`src/rtl/irpd_pkg.sv`:
```
`default_nettype none

package irpd_pkg;

    localparam int CFG_INDEX_BITS = 3;

    typedef enum logic [CFG_INDEX_BITS-1:0] {
        REG_MARK_TICKS         = 3'd0,
        REG_ZERO_PERIOD_TICKS  = 3'd1,
        REG_ONE_PERIOD_TICKS   = 3'd2,
        REG_HEADER_MARK_TICKS  = 3'd3,
        REG_HEADER_TOTAL_TICKS = 3'd4
    } irpd_reg_t;

    typedef enum logic {
        OP_TICK = 1'b0,
        OP_SEND = 1'b1
    } irpd_op_t;

    localparam int RST_MARK_TICKS         = 22;
    localparam int RST_ZERO_PERIOD_TICKS  = 44;
    localparam int RST_ONE_PERIOD_TICKS   = 88;
    localparam int RST_HEADER_MARK_TICKS  = 171;
    localparam int RST_HEADER_TOTAL_TICKS = 342;

    localparam int BYTE_BITS     = 8;
    localparam int S_TDATA_BITS  = 16;
    localparam int M_TDATA_BITS  = 8;

    typedef struct packed {
        logic busy_res;
        logic led;
    } irpd_result_t;

endpackage

`default_nettype wire

```
`src/rtl/irpd_engine.sv`:
```
`default_nettype none

module irpd_engine
    import irpd_pkg::*;
#(
    parameter int WORD_BITS = 16,
    parameter int TICK_BITS = 10
) (
    input  wire logic                  aclk,
    input  wire logic                  aresetn,
    input  wire logic                  step,
    input  wire logic                  op,
    input  wire logic [BYTE_BITS-1:0]  address,
    input  wire logic [BYTE_BITS-1:0]  command_byte,
    input  wire logic [TICK_BITS-1:0]  mark_ticks,
    input  wire logic [TICK_BITS-1:0]  zero_period_ticks,
    input  wire logic [TICK_BITS-1:0]  one_period_ticks,
    input  wire logic [TICK_BITS-1:0]  header_mark_ticks,
    input  wire logic [TICK_BITS-1:0]  header_total_ticks,
    output irpd_result_t               result_next
);

    localparam int BL_W = $clog2(WORD_BITS + 1);

    logic [WORD_BITS-1:0] shift_word_reg, shift_word_next;
    logic [WORD_BITS-1:0] second_word_reg, second_word_next;
    logic [BL_W-1:0]      bits_left_reg, bits_left_next;
    logic [TICK_BITS-1:0] phase_ticks_reg, phase_ticks_next;
    logic                 header_pending_reg, header_pending_next;
    logic                 second_word_active_reg, second_word_active_next;
    logic                 sending_reg, sending_next;
    logic                 led_level_reg, led_level_next;

    logic [TICK_BITS-1:0] period;

    always_comb begin
        shift_word_next         = shift_word_reg;
        second_word_next        = second_word_reg;
        bits_left_next          = bits_left_reg;
        phase_ticks_next        = phase_ticks_reg;
        header_pending_next     = header_pending_reg;
        second_word_active_next = second_word_active_reg;
        sending_next            = sending_reg;
        led_level_next          = led_level_reg;
        period                  = zero_period_ticks;

        if (op == OP_SEND) begin
            sending_next        = 1'b1;
            phase_ticks_next    = TICK_BITS'(1);
            shift_word_next     = WORD_BITS'({address, address});
            second_word_next    = WORD_BITS'({command_byte, ~command_byte});
            bits_left_next      = BL_W'(WORD_BITS);
            header_pending_next = 1'b1;
        end else begin
            // bit phase, header first
            if (sending_next && bits_left_next != '0) begin
                if (header_pending_next) begin
                    if (phase_ticks_next <= header_mark_ticks) begin
                        led_level_next = ~led_level_next;
                    end else if (phase_ticks_next <= header_total_ticks) begin
                        led_level_next = 1'b0;
                    end else begin
                        phase_ticks_next    = TICK_BITS'(1);
                        header_pending_next = 1'b0;
                    end
                end
                if (!header_pending_next) begin
                    period = shift_word_next[WORD_BITS-1] ? one_period_ticks
                                                          : zero_period_ticks;
                    if (phase_ticks_next <= mark_ticks) begin
                        led_level_next = ~led_level_next;
                    end else begin
                        led_level_next = 1'b0;
                    end
                    if (phase_ticks_next >= period) begin
                        phase_ticks_next = '0;
                        shift_word_next  = shift_word_next << 1;
                        bits_left_next   = bits_left_next - BL_W'(1);
                    end
                end
                phase_ticks_next = phase_ticks_next + TICK_BITS'(1);
            end
            // word done: next word or end burst
            if (sending_next && bits_left_next == '0) begin
                if (!second_word_active_next) begin
                    shift_word_next         = second_word_next;
                    bits_left_next          = BL_W'(WORD_BITS);
                    second_word_active_next = 1'b1;
                end else begin
                    if (phase_ticks_next <= mark_ticks) begin
                        led_level_next = ~led_level_next;
                    end else begin
                        led_level_next          = 1'b0;
                        phase_ticks_next        = '0;
                        second_word_active_next = 1'b0;
                        sending_next            = 1'b0;
                    end
                    phase_ticks_next = phase_ticks_next + TICK_BITS'(1);
                end
            end
        end
    end

    always_ff @(posedge aclk) begin
        if (!aresetn) begin
            bits_left_reg          <= '0;
            phase_ticks_reg        <= TICK_BITS'(1);
            header_pending_reg     <= 1'b0;
            second_word_active_reg <= 1'b0;
            sending_reg            <= 1'b0;
            led_level_reg          <= 1'b0;
        end else if (step) begin
            bits_left_reg          <= bits_left_next;
            phase_ticks_reg        <= phase_ticks_next;
            header_pending_reg     <= header_pending_next;
            second_word_active_reg <= second_word_active_next;
            sending_reg            <= sending_next;
            led_level_reg          <= led_level_next;
        end
    end

    always_ff @(posedge aclk) begin
        if (step) begin
            shift_word_reg  <= shift_word_next;
            second_word_reg <= second_word_next;
        end
    end

    assign result_next.led      = led_level_next;
    assign result_next.busy_res = sending_next;

    a_header_only_while_sending: assert property (@(posedge aclk) disable iff (!aresetn)
        header_pending_reg |-> sending_reg)
        else $error("header pending while idle");

    a_header_before_bits: assert property (@(posedge aclk) disable iff (!aresetn)
        header_pending_reg |-> bits_left_reg == BL_W'(WORD_BITS))
        else $error("bits shifted during header");

    a_bits_in_range: assert property (@(posedge aclk) disable iff (!aresetn)
        bits_left_reg <= BL_W'(WORD_BITS))
        else $error("bit count out of range");

    a_send_starts_frame: assert property (@(posedge aclk) disable iff (!aresetn)
        step && op == OP_SEND |=> sending_reg && header_pending_reg)
        else $error("send did not start a frame");

endmodule

`default_nettype wire

```
`src/rtl/ir_pulse_distance_transmitter.sv`:
```
`default_nettype none

// channel | direction | handshake          | payload
// s_      | in        | s_tvalid/s_tready  | tdata: address, command_byte; tuser: op
// m_      | out       | m_tvalid/m_tready  | tdata: led, busy_res
// cfg_    | in        | cfg_valid/cfg_ready| cfg_index, cfg_data
//
// one word per cycle while s_tready is high; the result is registered and appears in the cycle after its input word
// the frame state updates in a single pass, so ticks may arrive back to back
// s_tready drops only while a result waits and m_tready is low
// reset is synchronous, active low; timing registers return to defaults
// cfg_ready is always high

module ir_pulse_distance_transmitter
    import irpd_pkg::*;
#(
    parameter int WORD_BITS = 16,
    parameter int TICK_BITS = 10
) (
    input  wire logic                      aclk,
    input  wire logic                      aresetn,
    input  wire logic                      s_tvalid,
    output logic                           s_tready,
    input  wire logic [S_TDATA_BITS-1:0]   s_tdata,   // address, command_byte
    input  wire logic                      s_tuser,   // op
    output logic                           m_tvalid,
    input  wire logic                      m_tready,
    output logic [M_TDATA_BITS-1:0]        m_tdata,   // led, busy_res, zero pad
    input  wire logic                      cfg_valid,
    output logic                           cfg_ready,
    input  wire logic [CFG_INDEX_BITS-1:0] cfg_index,
    input  wire logic [TICK_BITS-1:0]      cfg_data
);

    logic [TICK_BITS-1:0] mark_ticks_reg;
    logic [TICK_BITS-1:0] zero_period_ticks_reg;
    logic [TICK_BITS-1:0] one_period_ticks_reg;
    logic [TICK_BITS-1:0] header_mark_ticks_reg;
    logic [TICK_BITS-1:0] header_total_ticks_reg;

    logic         m_tvalid_reg;
    irpd_result_t result_reg;
    irpd_result_t result_next;
    logic         s_accept;

    assign cfg_ready = 1'b1;

    always_ff @(posedge aclk) begin
        if (!aresetn) begin
            mark_ticks_reg         <= TICK_BITS'(RST_MARK_TICKS);
            zero_period_ticks_reg  <= TICK_BITS'(RST_ZERO_PERIOD_TICKS);
            one_period_ticks_reg   <= TICK_BITS'(RST_ONE_PERIOD_TICKS);
            header_mark_ticks_reg  <= TICK_BITS'(RST_HEADER_MARK_TICKS);
            header_total_ticks_reg <= TICK_BITS'(RST_HEADER_TOTAL_TICKS);
        end else if (cfg_valid) begin
            unique case (cfg_index)
                REG_MARK_TICKS:         mark_ticks_reg         <= cfg_data;
                REG_ZERO_PERIOD_TICKS:  zero_period_ticks_reg  <= cfg_data;
                REG_ONE_PERIOD_TICKS:   one_period_ticks_reg   <= cfg_data;
                REG_HEADER_MARK_TICKS:  header_mark_ticks_reg  <= cfg_data;
                REG_HEADER_TOTAL_TICKS: header_total_ticks_reg <= cfg_data;
                default: ;
            endcase
        end
    end

    assign s_tready = !m_tvalid_reg || m_tready;
    assign s_accept = s_tvalid && s_tready;

    irpd_engine #(
        .WORD_BITS (WORD_BITS),
        .TICK_BITS (TICK_BITS)
    ) u_engine (
        .aclk               (aclk),
        .aresetn            (aresetn),
        .step               (s_accept),
        .op                 (s_tuser),
        .address            (s_tdata[BYTE_BITS-1:0]),
        .command_byte       (s_tdata[2*BYTE_BITS-1:BYTE_BITS]),
        .mark_ticks         (mark_ticks_reg),
        .zero_period_ticks  (zero_period_ticks_reg),
        .one_period_ticks   (one_period_ticks_reg),
        .header_mark_ticks  (header_mark_ticks_reg),
        .header_total_ticks (header_total_ticks_reg),
        .result_next        (result_next)
    );

    always_ff @(posedge aclk) begin
        if (!aresetn) begin
            m_tvalid_reg <= 1'b0;
        end else if (s_tready) begin
            m_tvalid_reg <= s_tvalid;
        end
    end

    always_ff @(posedge aclk) begin
        if (s_accept) begin
            result_reg <= result_next;
        end
    end

    assign m_tvalid = m_tvalid_reg;
    assign m_tdata  = {{(M_TDATA_BITS-2){1'b0}}, result_reg.busy_res, result_reg.led};

    a_send_reports_busy: assert property (@(posedge aclk) disable iff (!aresetn)
        s_accept && s_tuser == OP_SEND |=> m_tvalid && m_tdata[1])
        else $error("send word did not report busy");

    a_accept_gives_result: assert property (@(posedge aclk) disable iff (!aresetn)
        s_accept |=> m_tvalid)
        else $error("accepted word produced no result");

    a_send_keeps_led: assert property (@(posedge aclk) disable iff (!aresetn)
        s_accept && s_tuser == OP_SEND && $past(s_accept) |=> m_tdata[0] == $past(result_reg.led))
        else $error("send changed led level");

endmodule

`default_nettype wire

```
`config.mk`:
```
export PLATFORM = sky130hd
export DESIGN_NAME = ir_pulse_distance_transmitter
export DESIGN_NICKNAME = d
export VERILOG_FILES = /design/src/rtl/irpd_pkg.sv /design/src/rtl/irpd_engine.sv /design/src/rtl/ir_pulse_distance_transmitter.sv
export SDC_FILE = /design/constraint.sdc
export NUM_CORES = 1
export LEC_CHECK = 0
export BUFFER_PORTS_ARGS = -buffer_cell sky130_fd_sc_hd__buf_2
export CAP_MARGIN = 20
export CORE_ASPECT_RATIO = 1.1
export CORE_MARGIN = 2
export CORE_UTILIZATION = 57
export DETAILED_ROUTE_END_ITERATION = 6
export PLACE_DENSITY = 0.84
export SYNTH_ARGS = -nofsm -noshare
export SYNTH_HDL_FRONTEND = slang
export SYNTH_SLANG_ARGS = --single-unit
```
`constraint.sdc`:
```
create_clock -name aclk -period 9 [get_ports aclk]
set_input_delay 0.9 -clock aclk [delete_from_list [all_inputs] [get_ports aclk]]
set_output_delay 0.9 -clock aclk [all_outputs]
set_load 0.01 [all_outputs]
```
-- After elaboration in Yosys (flattened, before gate mapping)
Cells that the tools add are included.
- latch bits: 0
- word-level logic and storage cells: 108
- memories kept: 0
- bits of input ports: 35
- output and inout bits: 11
- memory bits (read-only): 0
- register bits after elaboration: 104
- bits in writable memories: 0
- multiplexer cells: 58
- $lt $le $gt $ge: 5
- equality and inequality tests: 4
- reduce and logical (&&, ||, !) cells: 17
- $add $sub $neg: 3
- divide/modulo/power cells: 0
- bitwise logic cells: 5
- multiply operators: 0
- shifts and indexed selects: 0
- operators with widths (cell ; number):
    10-bit 2-to-1 mux ; 19
    16-bit 2-to-1 mux ; 6
    10-bit <= comparator ; 4
    5-bit 2-to-1 mux ; 7
    1-bit 2-to-1 mux ; 26
    10-bit by 1-bit adder with 10-bit output, second input constant ; 2
    2-bit AND reduction ; 7
    10-bit greater-or-equal comparator ; 1
    8-bit inverter ; 1
    3-bit by 2-bit == test with 1-bit output, second input constant ; 2
    5-bit zero test ; 1
    5-bit nonzero test ; 1
    5-bit by 1-bit subtractor with 5-bit output, second input constant ; 1
    1-bit inverter ; 4
    3-bit by 1-bit == test with 1-bit output, second input constant ; 1
    3-bit == test, second input constant ; 1
    1-bit logical AND ; 3
    3-bit zero test ; 1
    3-bit AND reduction ; 1
    2-bit nonzero test ; 1
    1-bit zero test ; 1
    1-bit logical OR ; 1

-- Logic depth before layout (Yosys ltp)
Gate-level depths: netlist of run 1.
- word-level depth: 23
- gate-level depth with buffers: 33
- mapped depth without buffers: 32

-- Hierarchy
Synthesis of run 1 repeated with hierarchy kept, for this count alone.
- cell total of the unflattened synthesis: 771
- area total of the unflattened synthesis: 6723.9 sq um
- by module, submodules not included (module ; times used ; area each (sq um) ; sequential area each (sq um) ; cells each):
    irpd_engine ; 1 ; 4596.9 ; 1341.3 ; 566
    ir_pulse_distance_transmitter ; 1 ; 2127.0 ; 1081.0 ; 205

-- Least setup slack after synthesis of run 1
OpenSTA, ideal clock, no wires.
- path type: reg-to-reg
- start point: register u_engine.phase_ticks_reg[5]
- end point: register u_engine.phase_ticks_reg[8]
- path slack: 2.821 ns
- data arrival time: 6.062 ns
- stages on the path, launching flop included: 33
- setup time: 0.117 ns
- data required time: 8.883 ns
- period minus slack after synthesis: 6.179 ns
- path buffers: 1
- cells stage by stage: dfxtp_1 ha_1 and4_4 o211ai_1 or4b_4 nand4_1 clkbuf_1 and2_1 ha_1 nand2_1 nor2_1 a211oi_1 a21o_1 and3_1 ha_1 and3_1 nand3_1 nor2_1 mux2i_1 o31a_1 inv_1 ha_1 nand4_1 nor2_1 a21oi_1 o211ai_1 nand2_1 inv_1 nor2_1 ha_1 nand3_2 or3_1 a32o_1
- longest elaborated chain between the ends: 23
- elaborated cells between the ends (all ways): 35
- classes of those cells: add/sub (2); order compare (4); mux (27); reduce/logical (2)
- ends and longest elaborated chain (what ; RTL line ; source):
    from (decl) ; irpd_engine.sv:28 ; logic [TICK_BITS-1:0] phase_ticks_reg, phase_ticks_next;
    from (signal assigned) ; irpd_engine.sv:114 ; phase_ticks_reg <= phase_ticks_next;
    10-bit <= comparator ; irpd_engine.sv:60 ; end else if (phase_ticks_next <= header_total_ticks) begin
    10-bit 2-to-1 mux ; irpd_engine.sv:60 ;
    10-bit 2-to-1 mux ; irpd_engine.sv:58 ; if (phase_ticks_next <= header_mark_ticks) begin
    10-bit 2-to-1 mux ; irpd_engine.sv:57 ; if (header_pending_next) begin
    10-bit 2-to-1 mux ; irpd_engine.sv:56 ; if (sending_next && bits_left_next != '0) begin
    10-bit 2-to-1 mux ; irpd_engine.sv:47 ; if (op == OP_SEND) begin
    10-bit greater-or-equal comparator ; irpd_engine.sv:75 ; if (phase_ticks_next >= period) begin
    10-bit 2-to-1 mux ; irpd_engine.sv:75 ;
    (+7 left out) ; - ;
    10-bit 2-to-1 mux ; irpd_engine.sv:90 ; if (phase_ticks_next <= mark_ticks) begin
    10-bit 2-to-1 mux ; irpd_engine.sv:85 ; if (!second_word_active_next) begin
    10-bit 2-to-1 mux ; irpd_engine.sv:84 ; if (sending_next && bits_left_next == '0) begin
    10-bit 2-to-1 mux ; irpd_engine.sv:47 ;
    10-bit by 1-bit adder with 10-bit output ; irpd_engine.sv:98 ; phase_ticks_next = phase_ticks_next + TICK_BITS'(1);
    10-bit 2-to-1 mux ; irpd_engine.sv:85 ;
    10-bit 2-to-1 mux (*) ; irpd_engine.sv:84 ;
    10-bit 2-to-1 mux (*) ; irpd_engine.sv:47 ;
Every way passes the cells marked *; elsewhere a longest branch is shown, timed or not. The select of a mux whose other input is x is not followed.
A chain may end at the register's enable or synchronous reset.

-- Final worst setup path of run 1
- start point: register u_engine.phase_ticks_reg[4]
- end point: register u_engine.phase_ticks_reg[8]
The elaborated chain is that of the path after synthesis.

==> summary.md, run 1 <==
| Metric | Value |
|---|---|
| Final Cycle Share | 82.1% |
| Setup TNS | 0 ns |
| Min-delay worst type | register to register |
| Port-buffer cells | 38 |
| Finished Layout Cells | 953 |
| GP Congestion | 1.01 |
| Die span in x | 105 um |
| Warnings, synthesis | 0 |
| Setup violators final | 0 |
| PnR worst setup slack | 1.61 ns |
| Largest net degree at the start of global routing | 43 |
| Final min period | 7.39 ns |
| NumNets Final | 888 |
| Slew HR | 29.5% |
| Number of flops mapped to enable cells by yosys | 34 |
| Routed vias/inst | 6.19 |
| Yosys top cell by area | dfxtp_1 |
| Initial antenna violation count | 0 |
| P_leak | 3.06 nW |
| Detail Placement HPWL | 12700 um |
| Yosys cell types | 62 |
| Max-slew violations | 0 |
| # clock sinks | 104 |
| Via count of the first global-routing pass | 5842 |
| Slew @ Worst Pin | 1.05 ns |
| Unrepaired setup endpoints after global routing | false |
| TritonCTS clock tree | yes |
| Syn Area/Cell | 8.25 um2 |
| Synth top area cells | dfxtp_1, edfxtp_1, ha_1 |
| Share of the synthesized area in the top cell type | 21.7% |
| CP startpoint kind | register |
| Prevailing post-synth register cell | dfxtp_1 |
| Register area share after synthesis | 37.6% |
| Synthesized area | 0.00644 mm2 |
| Post-CTS Hold Fix Bufs | 0 |
| Worst setup EP type | register |
| Die area | 0.0122 mm2 |
| WL per Instance | 18.3 um |
| Critical path peak fanout | 16 |
| Largest stage delay on the critical path | 0.71 ns |
| Bufs on Longest Clock Path | 2 |
| Power per cell area | 145 mW/mm2 |
| Number of remaining DRC errors | 0 |
| Floorplan row count | 40 |
| Mapped Cells | 781 |
| Vias | 5896 |
| GR Overflow Total | 0 |
| Num CTS Buffers | 9 |
| Seq cells post-synth | 104 |
| Ys async rst share | 0% |
| Peak VDD IR | 0.113 mV |
| Most used cell, CP | ha_1 |
| Post-route ant nets | 0 |
| Final worst hold slack | 0.458 ns |
| Top cells by instance count after synthesis | nand2_1, a21oi_1, dfxtp_1 |
| Hold Vio Cnt, Final | 0 |
| Area Growth Syn to Fin | 8.39% |
| Layout Utilization | 63.7% |
| Starting density of the core | 58.8% |
| Worst path slowest cell | dfxtp_1 |
| Reg2reg start | u_engine.phase_ticks_reg[4] |
| First-pass GRT wire length | 28500 um |
| Layout cells sized above 1 | 9.69% |
| Placed Cells | 936 |
| Most numerous cell in the Yosys netlist | nand2_1 |
| R2r setup slk | 1.61 ns |
| Worst setup path startpoint | u_engine.phase_ticks_reg[4] |
| Outcome | completed |
| Hold_sp | one_period_ticks_reg[0] |
| H-Tree Depth | 3 |
| CP Data Arrival Time | 7.64 ns |
| Die height | 116 um |
| CP required | 9.25 ns |
| Clock root buffer | clkbuf_16 |
| Core Box Area | 0.0110 mm2 |
| CTS resizes | 0 |
| Clock-pin slew on the worst setup and hold paths | 0.07 ns |
| I/O pin total | 46 |
| Routed WL | 17500 um |
| Setup Skew | 0.00613 ns |
| Post-CTS Setup Bufs | 0 |
| Pre-antenna DRT Iters | 5 |
| Initial drt markers | 471 |
| Peak Freq | 135 MHz |
| Max-cap violation count | 0 |
| Kind of critical path | register to register |
| Tot GR Track Use | 29.6% |
| Worst-Skew Late Latency | 0.35 ns |
| Pre-CTS setup slack | 1.77 ns |
report_power, final:
group | switching, mW | total (mW) | internal [mW]
combinational | 0.0651 | 0.0977 | 0.0327
clock | 0.181 | 0.396 | 0.215
sequential | 0.0123 | 0.516 | 0.504
stage by stage:
stage | power, mW | instance area [um2]
floorplan | 0.587 | 6460
global placement | 0.615 | 6680
detailed placement | 0.621 | 6680
CTS | 1.01 | 6980
global route | 1.04 | 6980
finish | 1.01 | 6990
worst max-delay path: cells and delay by family, from the launching register on:
family                     cells  cell delay, ns
buffers and inverters          1            0.09
adders and majority gates      5            1.46
DFF                            1            0.71
and+or+nand+nor               17            3.36
AOI/OAI and AO/OA              7            1.64
layout by cell type, fill, tap and decap left out, types with 12 or more instances in the layout:
master    netlist  routed
nand2_1       156     156
buf_2           5      38
nor2_1         47      47
ha_1           53      53
nand4_1        12      12
a21oi_1        82      81
o21ai_0        39      39
o211ai_1       17      17
nand3_1        25      25
mux2i_1        27      27
dfxtp_1        70      70
inv_1          53      53
edfxtp_1       34      34
kinds of logic after synthesis:
logic type | after synthesis | share of synthesized area (%)
and+or+nand+nor | 299 | 21.4
AOI/OAI and AO/OA | 199 | 19.7
DFF | 104 | 37.6
buffers and inverters | 93 | 6.04
adders and majority gates | 53 | 10.3
muxes | 30 | 4.72
other | 2 | 0.117
xor gates and xnor gates | 1 | 0.136
area by class of cell:
cell class                 count  area, um2
antenna                        1       2.50
sequential                   104       2420
clock buffer                  12        268
tap                          147        184
timing repair buffer          41        213
fill                         910       3980
clock inverter                 4       33.8
multi-input combinational    589       3660
inverter                      55        206
routing by layer:
metal / global-route usage [%] / part of all wire, % / up-vias
met5: 0 / 0 / -
met4: 15.6 / 4.2 / 0
met3: 4.67 / 6.6 / 63
met2: 52.0 / 49 / 264
met1: 35.2 / 40 / 2764
li1: - / - / 2805
final timing paths:
| path | cells past startpoint | to |
|---|---|---|
| max | 30 | u_engine.phase_ticks_reg[8] |
| min | 2 | one_period_ticks_reg[0] |
| max reg2reg | 30 | u_engine.phase_ticks_reg[8] |
| min reg2reg | 2 | one_period_ticks_reg[0] |
(Power assumes the default switching activity.)
==> inputs of run 2 (changes only) <==
- ABC_AREA: not set -> 1
- CORE_UTILIZATION: 57 -> 56
- PLACE_DENSITY: 0.84 -> 0.86
- clock period: 9 -> 6 ns (I/O delays scaled with it)
==> run 2 against run 1 <==
  * Sequential cell count did not move
  * Routed wire length rose by 1.0%
  * Design area increased by 12%
  * Sequential share of layout area is 3.4 points lower
  * Largest cell class unchanged
  * Die area is 6.7% higher
  * Non-clock buffer count is 25 higher
  * Sequential power rose by 52%
  * Via count grew 4.2%
  * First-iteration DRC count rose by 10%
==> summary.md, run 2 <==
| Metric | Value |
|---|---|
| Slew @ Worst Pin | 0.926 ns |
| Switching pwr | 0.442 mW |
| Layout cells sized above 1 | 23.2% |
| Via count of the first global-routing pass | 5497 |
| Stages on the worst setup path | 44 |
| Clock-pin slew on the worst setup and hold paths | 0.07 ns |
| H-Tree Depth | 3 |
| Crit path capture | u_engine.phase_ticks_reg[8] |
| Routed WL | 17700 um |
| Initial antenna violation count | 0 |
| Peak VDD IR | 0.257 mV |
| First-pass GRT wire length | 27100 um |
| Worst-Skew Late Latency | 0.36 ns |
| Die area | 0.0130 mm2 |
| Ys async rst share | 0% |
| Power per cell area | 208 mW/mm2 |
| Yosys cell types | 47 |
| Pre-antenna DRT Iters | 5 |
| Final Cycle Share | 97.2% |
| Placed Cells | 1062 |
| Worst path slowest cell | dfxtp_4 |
| Finished Layout Cells | 1091 |
| Peak Freq | 172 MHz |
| Max-slew violations | 0 |
| Pre-CTS setup slack | 0.0374 ns |
| Core Box Area | 0.0119 mm2 |
| Final Instance Area | 0.00780 mm2 |
| Vias | 6144 |
| Hold Vio Cnt, Final | 0 |
| Starting density of the core | 56.8% |
| Ant diodes | 0 |
| Slew HR | 38.2% |
| Prevailing post-synth register cell | dfxtp_1 |
| Share of the synthesized area in the top cell type | 20.7% |
| Most used cell, CP | nand2_1 |
| Detail Placement HPWL | 12200 um |
| Largest net degree at the start of global routing | 51 |
| Worst r2r path cells | 44 |
| Final min period | 5.83 ns |
| R2r setup slk | 0.17 ns |
| Syn Area/Cell | 7.66 um2 |
| Floorplan row count | 42 |
| Synthesized area | 0.00677 mm2 |
| TritonCTS clock tree | yes |
| RR Endpoint | u_engine.phase_ticks_reg[8] |
| Synth top area cells | dfxtp_1, edfxtp_1, nand2_1 |
| P_leak | 3.56 nW |
| Initial drt markers | 520 |
| WL per Instance | 16.2 um |
| Clk pwr share | 35.7% |
| Tot GR Track Use | 26.9% |
| PnR worst setup slack | 0.170 ns |
| Number of remaining DRC errors | 0 |
| Warnings, synthesis | 0 |
| Most common cell after layout, fill and taps aside | nand2_1 |
| Flop pwr share | 48.4% |
| Combinational power share | 15.9% |
| Net Sw Frac | 27.3% |
| Setup violators final | 0 |
| Clock root buffer | clkbuf_16 |
| Post-route ant nets | 0 |
| Top cells by instance count after synthesis | nand2_1, inv_1, nor2_1 |
| Pint | 1.18 mW |
| Most numerous cell in the Yosys netlist | nand2_1 |
| CP required | 6.21 ns |
| Die span in x | 109 um |
| WP buf/inv | 4 |
| Seq cells post-synth | 104 |
| CP startpoint kind | register |
| Placed inst area | 0.00708 mm2 |
| NumNets Final | 1021 |
| Port-buffer cells | 38 |
| Num CTS Buffers | 9 |
| # clock sinks | 104 |
| Die height | 119 um |
| Largest stage delay on the critical path | 0.38 ns |
| Routed vias/inst | 5.63 |
| GP Congestion | 0.981 |
| Setup Skew | 0.00701 ns |
| Total chip power | 1.62 mW |
| Number of flops mapped to enable cells by yosys | 34 |
| Setup TNS | 0 ns |
| Yosys top cell by area | dfxtp_1 |
| Register area share after synthesis | 35.8% |
| CP delay by family, top | simple AND/OR/NAND/NOR gates |
| Most frequent cells in the layout | nand2_1, inv_1, nor2_1 |
| CP Data Arrival Time | 6.04 ns |
| I/O pin total | 46 |
| Bufs on Longest Clock Path | 2 |
| Min-delay worst type | primary input to register |
| Post-CTS Hold Fix Bufs | 0 |
| GR Overflow Total | 0 |
| Max-cap violation count | 0 |
| Worst setup EP type | register |
| Kind of critical path | register to register |
| Reg2reg start | u_engine.phase_ticks_reg[3] |
| Critical path peak fanout | 8 |
| Area Growth Syn to Fin | 15.1% |
| Outcome | completed |
| Worst setup path startpoint | u_engine.phase_ticks_reg[3] |
| Mapped Cells | 884 |
-- run 2: cell types whose count changed in the layout (fill, tap and decap cells not counted), sizes merged, moves of 7 or more --
cell and delta:
and3 -8, nor2 +38, a21oi -19, buf +25
a21o -7, o21ai +37, o211ai +9, nand2 +47
nand3 +36, and2 -11, inv +64, mux2i -18
-- run 2: metal layers --
metal,vias up,part of all wire (%),track usage (%)
met3,57,6.0,5.64
met4,0,4.2,13.2
met5,-,0,0
li1,3025,-,-
met1,2817,41,33.7
met2,245,48,43.6
-- run 2: power by group through the flow --
stage	sequential, mW	combinational (mW)	clock (mW)
6_report	0.783	0.257	0.578
5_1_grt	0.785	0.283	0.613
3_3_place_gp	0.796	0.224	0
4_1_cts	0.782	0.232	0.585
2_1_floorplan	0.790	0.177	0
3_5_place_dp	0.797	0.229	0
-- run 2: stage by stage --
step	utilization [%]	hold slack, ns
global placement	59.3	0.436
CTS	61.7	0.423
detailed placement	59.3	0.444
finish	65.4	0.426
global route	65.4	0.421
floorplan	-	0.424
-- run 2: cell type report --
class	count	area (um2)
fillers	972	4130
clock inverters	4	47.5
clock buffers	11	234
flip-flops and latches	104	2440
inverters	123	467
well taps	154	193
multi-input cells	629	3990
repair buffers	66	420
-- run 2: cells by family after synthesis --
group | count (synthesis) | share of synthesized area, %
adders and majority gates | 53 | 9.79
buffers and inverters | 156 | 9.90
DFF | 104 | 35.8
muxes | 9 | 1.33
xor gates and xnor gates | 3 | 0.388
AOI/OAI and AO/OA | 181 | 17.0
other | 2 | 0.111
and+or+nand+nor | 376 | 25.7
-- run 2: timing repair --
action,4_1_cts,5_1_grt
endpoints found under the hold margin,0,0
gates resized for setup,1,69
setup buffers,0,14
setup endpoints to repair,4,15
pin swaps,0,31
-- run 2: how the worst min path moves through the flow --
stage                                        start                          end  slack (ns)  depth (start not counted)
after floorplan           zero_period_ticks_reg[0]     zero_period_ticks_reg[0]        0.42                          2
after global placement    zero_period_ticks_reg[0]     zero_period_ticks_reg[0]        0.44                          2
after detailed placement   one_period_ticks_reg[6]      one_period_ticks_reg[6]        0.44                          2
after CTS                               s_tdata[9]  u_engine.second_word_reg[9]        0.42                          1
after global routing                    s_tdata[9]  u_engine.second_word_reg[9]        0.42                          1
final                                   s_tdata[8]  u_engine.second_word_reg[8]        0.43                          1
==> inputs of run 3 (changes only) <==
- CORE_UTILIZATION: 56 -> 50
- PLACE_DENSITY: 0.86 -> 0.79
==> run 3 against run 2 <==
  * Global-route usage decreased by 3.3 points
  * Sequential power about the same
  * Count of clock-buffer cells in the layout decreased by 2
  * Sequential cell count unchanged
  * First-iteration DRC count increased by 11%
  * Critical path depth unchanged
  * Clock power decreased by 4.8%
  * Final cell count increased by 0.55%
  * Die area increased by 12%
==> summary.md, run 3 (same netlist as run 2, synthesis figures left out) <==
| Metric | Value |
|---|---|
| TritonCTS clock tree | yes |
| Num CTS Buffers | 9 |
| Detail Placement HPWL | 12200 um |
| Pre-antenna DRT Iters | 5 |
| Port-buffer cells | 38 |
| Critical path peak fanout | 8 |
| Worst-Skew Late Latency | 0.36 ns |
| Initial antenna violation count | 0 |
| H-Tree Depth | 3 |
| Die area | 0.0145 mm2 |
| Finished Layout Cells | 1097 |
| CP delay by family, top | simple AND/OR/NAND/NOR gates |
| Slew @ Worst Pin | 0.948 ns |
| CP required | 6.21 ns |
| CP startpoint kind | register |
| Post-route ant nets | 0 |
| # clock sinks | 104 |
| Vias | 6040 |
| Peak Freq | 175 MHz |
| Layout cells sized above 1 | 23.0% |
| Most common cell after layout, fill and taps aside | nand2_1 |
| Slew HR | 36.7% |
| Initial drt markers | 579 |
| P_leak | 3.55 nW |
| Outcome | completed |
| Max-cap violation count | 0 |
| Worst path slowest cell | ha_1 |
| Setup violators final | 0 |
| Final Cycle Share | 95.0% |
| NumNets Final | 1019 |
| CP Data Arrival Time | 5.91 ns |
| Most frequent cells in the layout | nand2_1, inv_1, nor2_1 |
| Min-delay worst type | primary input to register |
| WL per Instance | 15.5 um |
| Area Growth Syn to Fin | 14.1% |
| Pre-CTS setup slack | -0.0827 ns |
| PnR worst setup slack | 0.298 ns |
| Largest net degree at the start of global routing | 51 |
| Peak VDD IR | 0.265 mV |
| Die height | 126 um |
| Number of remaining DRC errors | 0 |
| Total chip power | 1.59 mW |
| Starting density of the core | 51.3% |
| Die span in x | 115 um |
| Kind of critical path | register to register |
| I/O pin total | 46 |
| Ant diodes | 0 |
| Max-slew violations | 0 |
| Routed WL | 17000 um |
| Floorplan row count | 44 |
| Layout Utilization | 58.5% |
| GP Congestion | 0.983 |
| Hold Vio Cnt, Final | 0 |
| Largest stage delay on the critical path | 0.32 ns |
| Via count of the first global-routing pass | 5532 |
| Clock-pin slew on the worst setup and hold paths | 0.07 ns |
| GR Overflow Total | 0 |
| Final min period | 5.70 ns |
| Routed vias/inst | 5.51 |
| Core Box Area | 0.0132 mm2 |
| Worst setup EP type | register |
| WP buf/inv | 6 |
| Tot GR Track Use | 23.6% |
| Power per cell area | 205 mW/mm2 |
| Placed Cells | 1072 |
| Clock root buffer | clkbuf_16 |
| Bufs on Longest Clock Path | 2 |
| First-pass GRT wire length | 27000 um |
| Setup Skew | 0.00714 ns |
-- run 3: stage by stage --
| stage | hold slack [ns] | setup TNS (ns) | instance area (um2) |
|---|---|---|---|
| after floorplan | 0.424 | 0 | 6790 |
| after global placement | 0.440 | 0 | 7110 |
| after detailed placement | 0.447 | -0.234 | 7110 |
| after CTS | 0.421 | 0 | 7390 |
| after global routing | 0.421 | -0.754 | 7730 |
| final | 0.434 | 0 | 7730 |
-- run 3: final timing paths --
check,from,endpoint,slack (ns),cells after the start
max,header_total_ticks_reg[1],u_engine.phase_ticks_reg[4],0.30,44
min,s_tdata[8],u_engine.second_word_reg[8],0.43,1
max reg2reg,header_total_ticks_reg[1],u_engine.phase_ticks_reg[4],0.30,44
min reg2reg,one_period_ticks_reg[6],one_period_ticks_reg[6],0.46,2
-- run 3: worst register-to-register path: cells and delay by family, from the launching register on --
family                   cells  cell delay (ns)
flip-flops                   1             0.31
adder cells (fa/ha/maj)      5             1.23
AO/OA/AOI/OAI                8             1.03
buffers and inverters        6             0.41
AND/OR/NAND/NOR             25             2.60
-- run 3: cell type report --
type	count	area, um2
Clock buffer	9	225
Clock inverter	7	45.0
Fill cell	1158	5490
Inverter	123	469
Multi-Input combinational cell	629	3970
Sequential cell	104	2430
Tap cell	161	201
Timing Repair Buffer	64	389
-- run 3: where the power goes --
| part | total [mW] | switching (mW) | internal (mW) |
|---|---|---|---|
| logic | 0.255 | 0.165 | 0.0900 |
| registers | 0.782 | 0.0195 | 0.762 |
| clock network | 0.550 | 0.269 | 0.281 |
| total | 1.59 | 0.454 | 1.13 |
-- run 3: per-layer routing --
layer | GRT usage (%) | up-vias | part of all wire, %
met5 | 0 | - | 0
met4 | 8.29 | 0 | 2.6
met2 | 39.1 | 195 | 48
met1 | 30.4 | 2791 | 43
li1 | - | 3025 | -
met3 | 4.86 | 29 | 5.7
-- run 3: timing repair --
action                                 4_1_cts  5_1_grt
gates resized for setup                      2       63
endpoints found under the hold margin        0        0
setup endpoints to repair                    4       15
hold buffers                                 0        0
pin swaps                                    1       29
setup buffers                                1        8
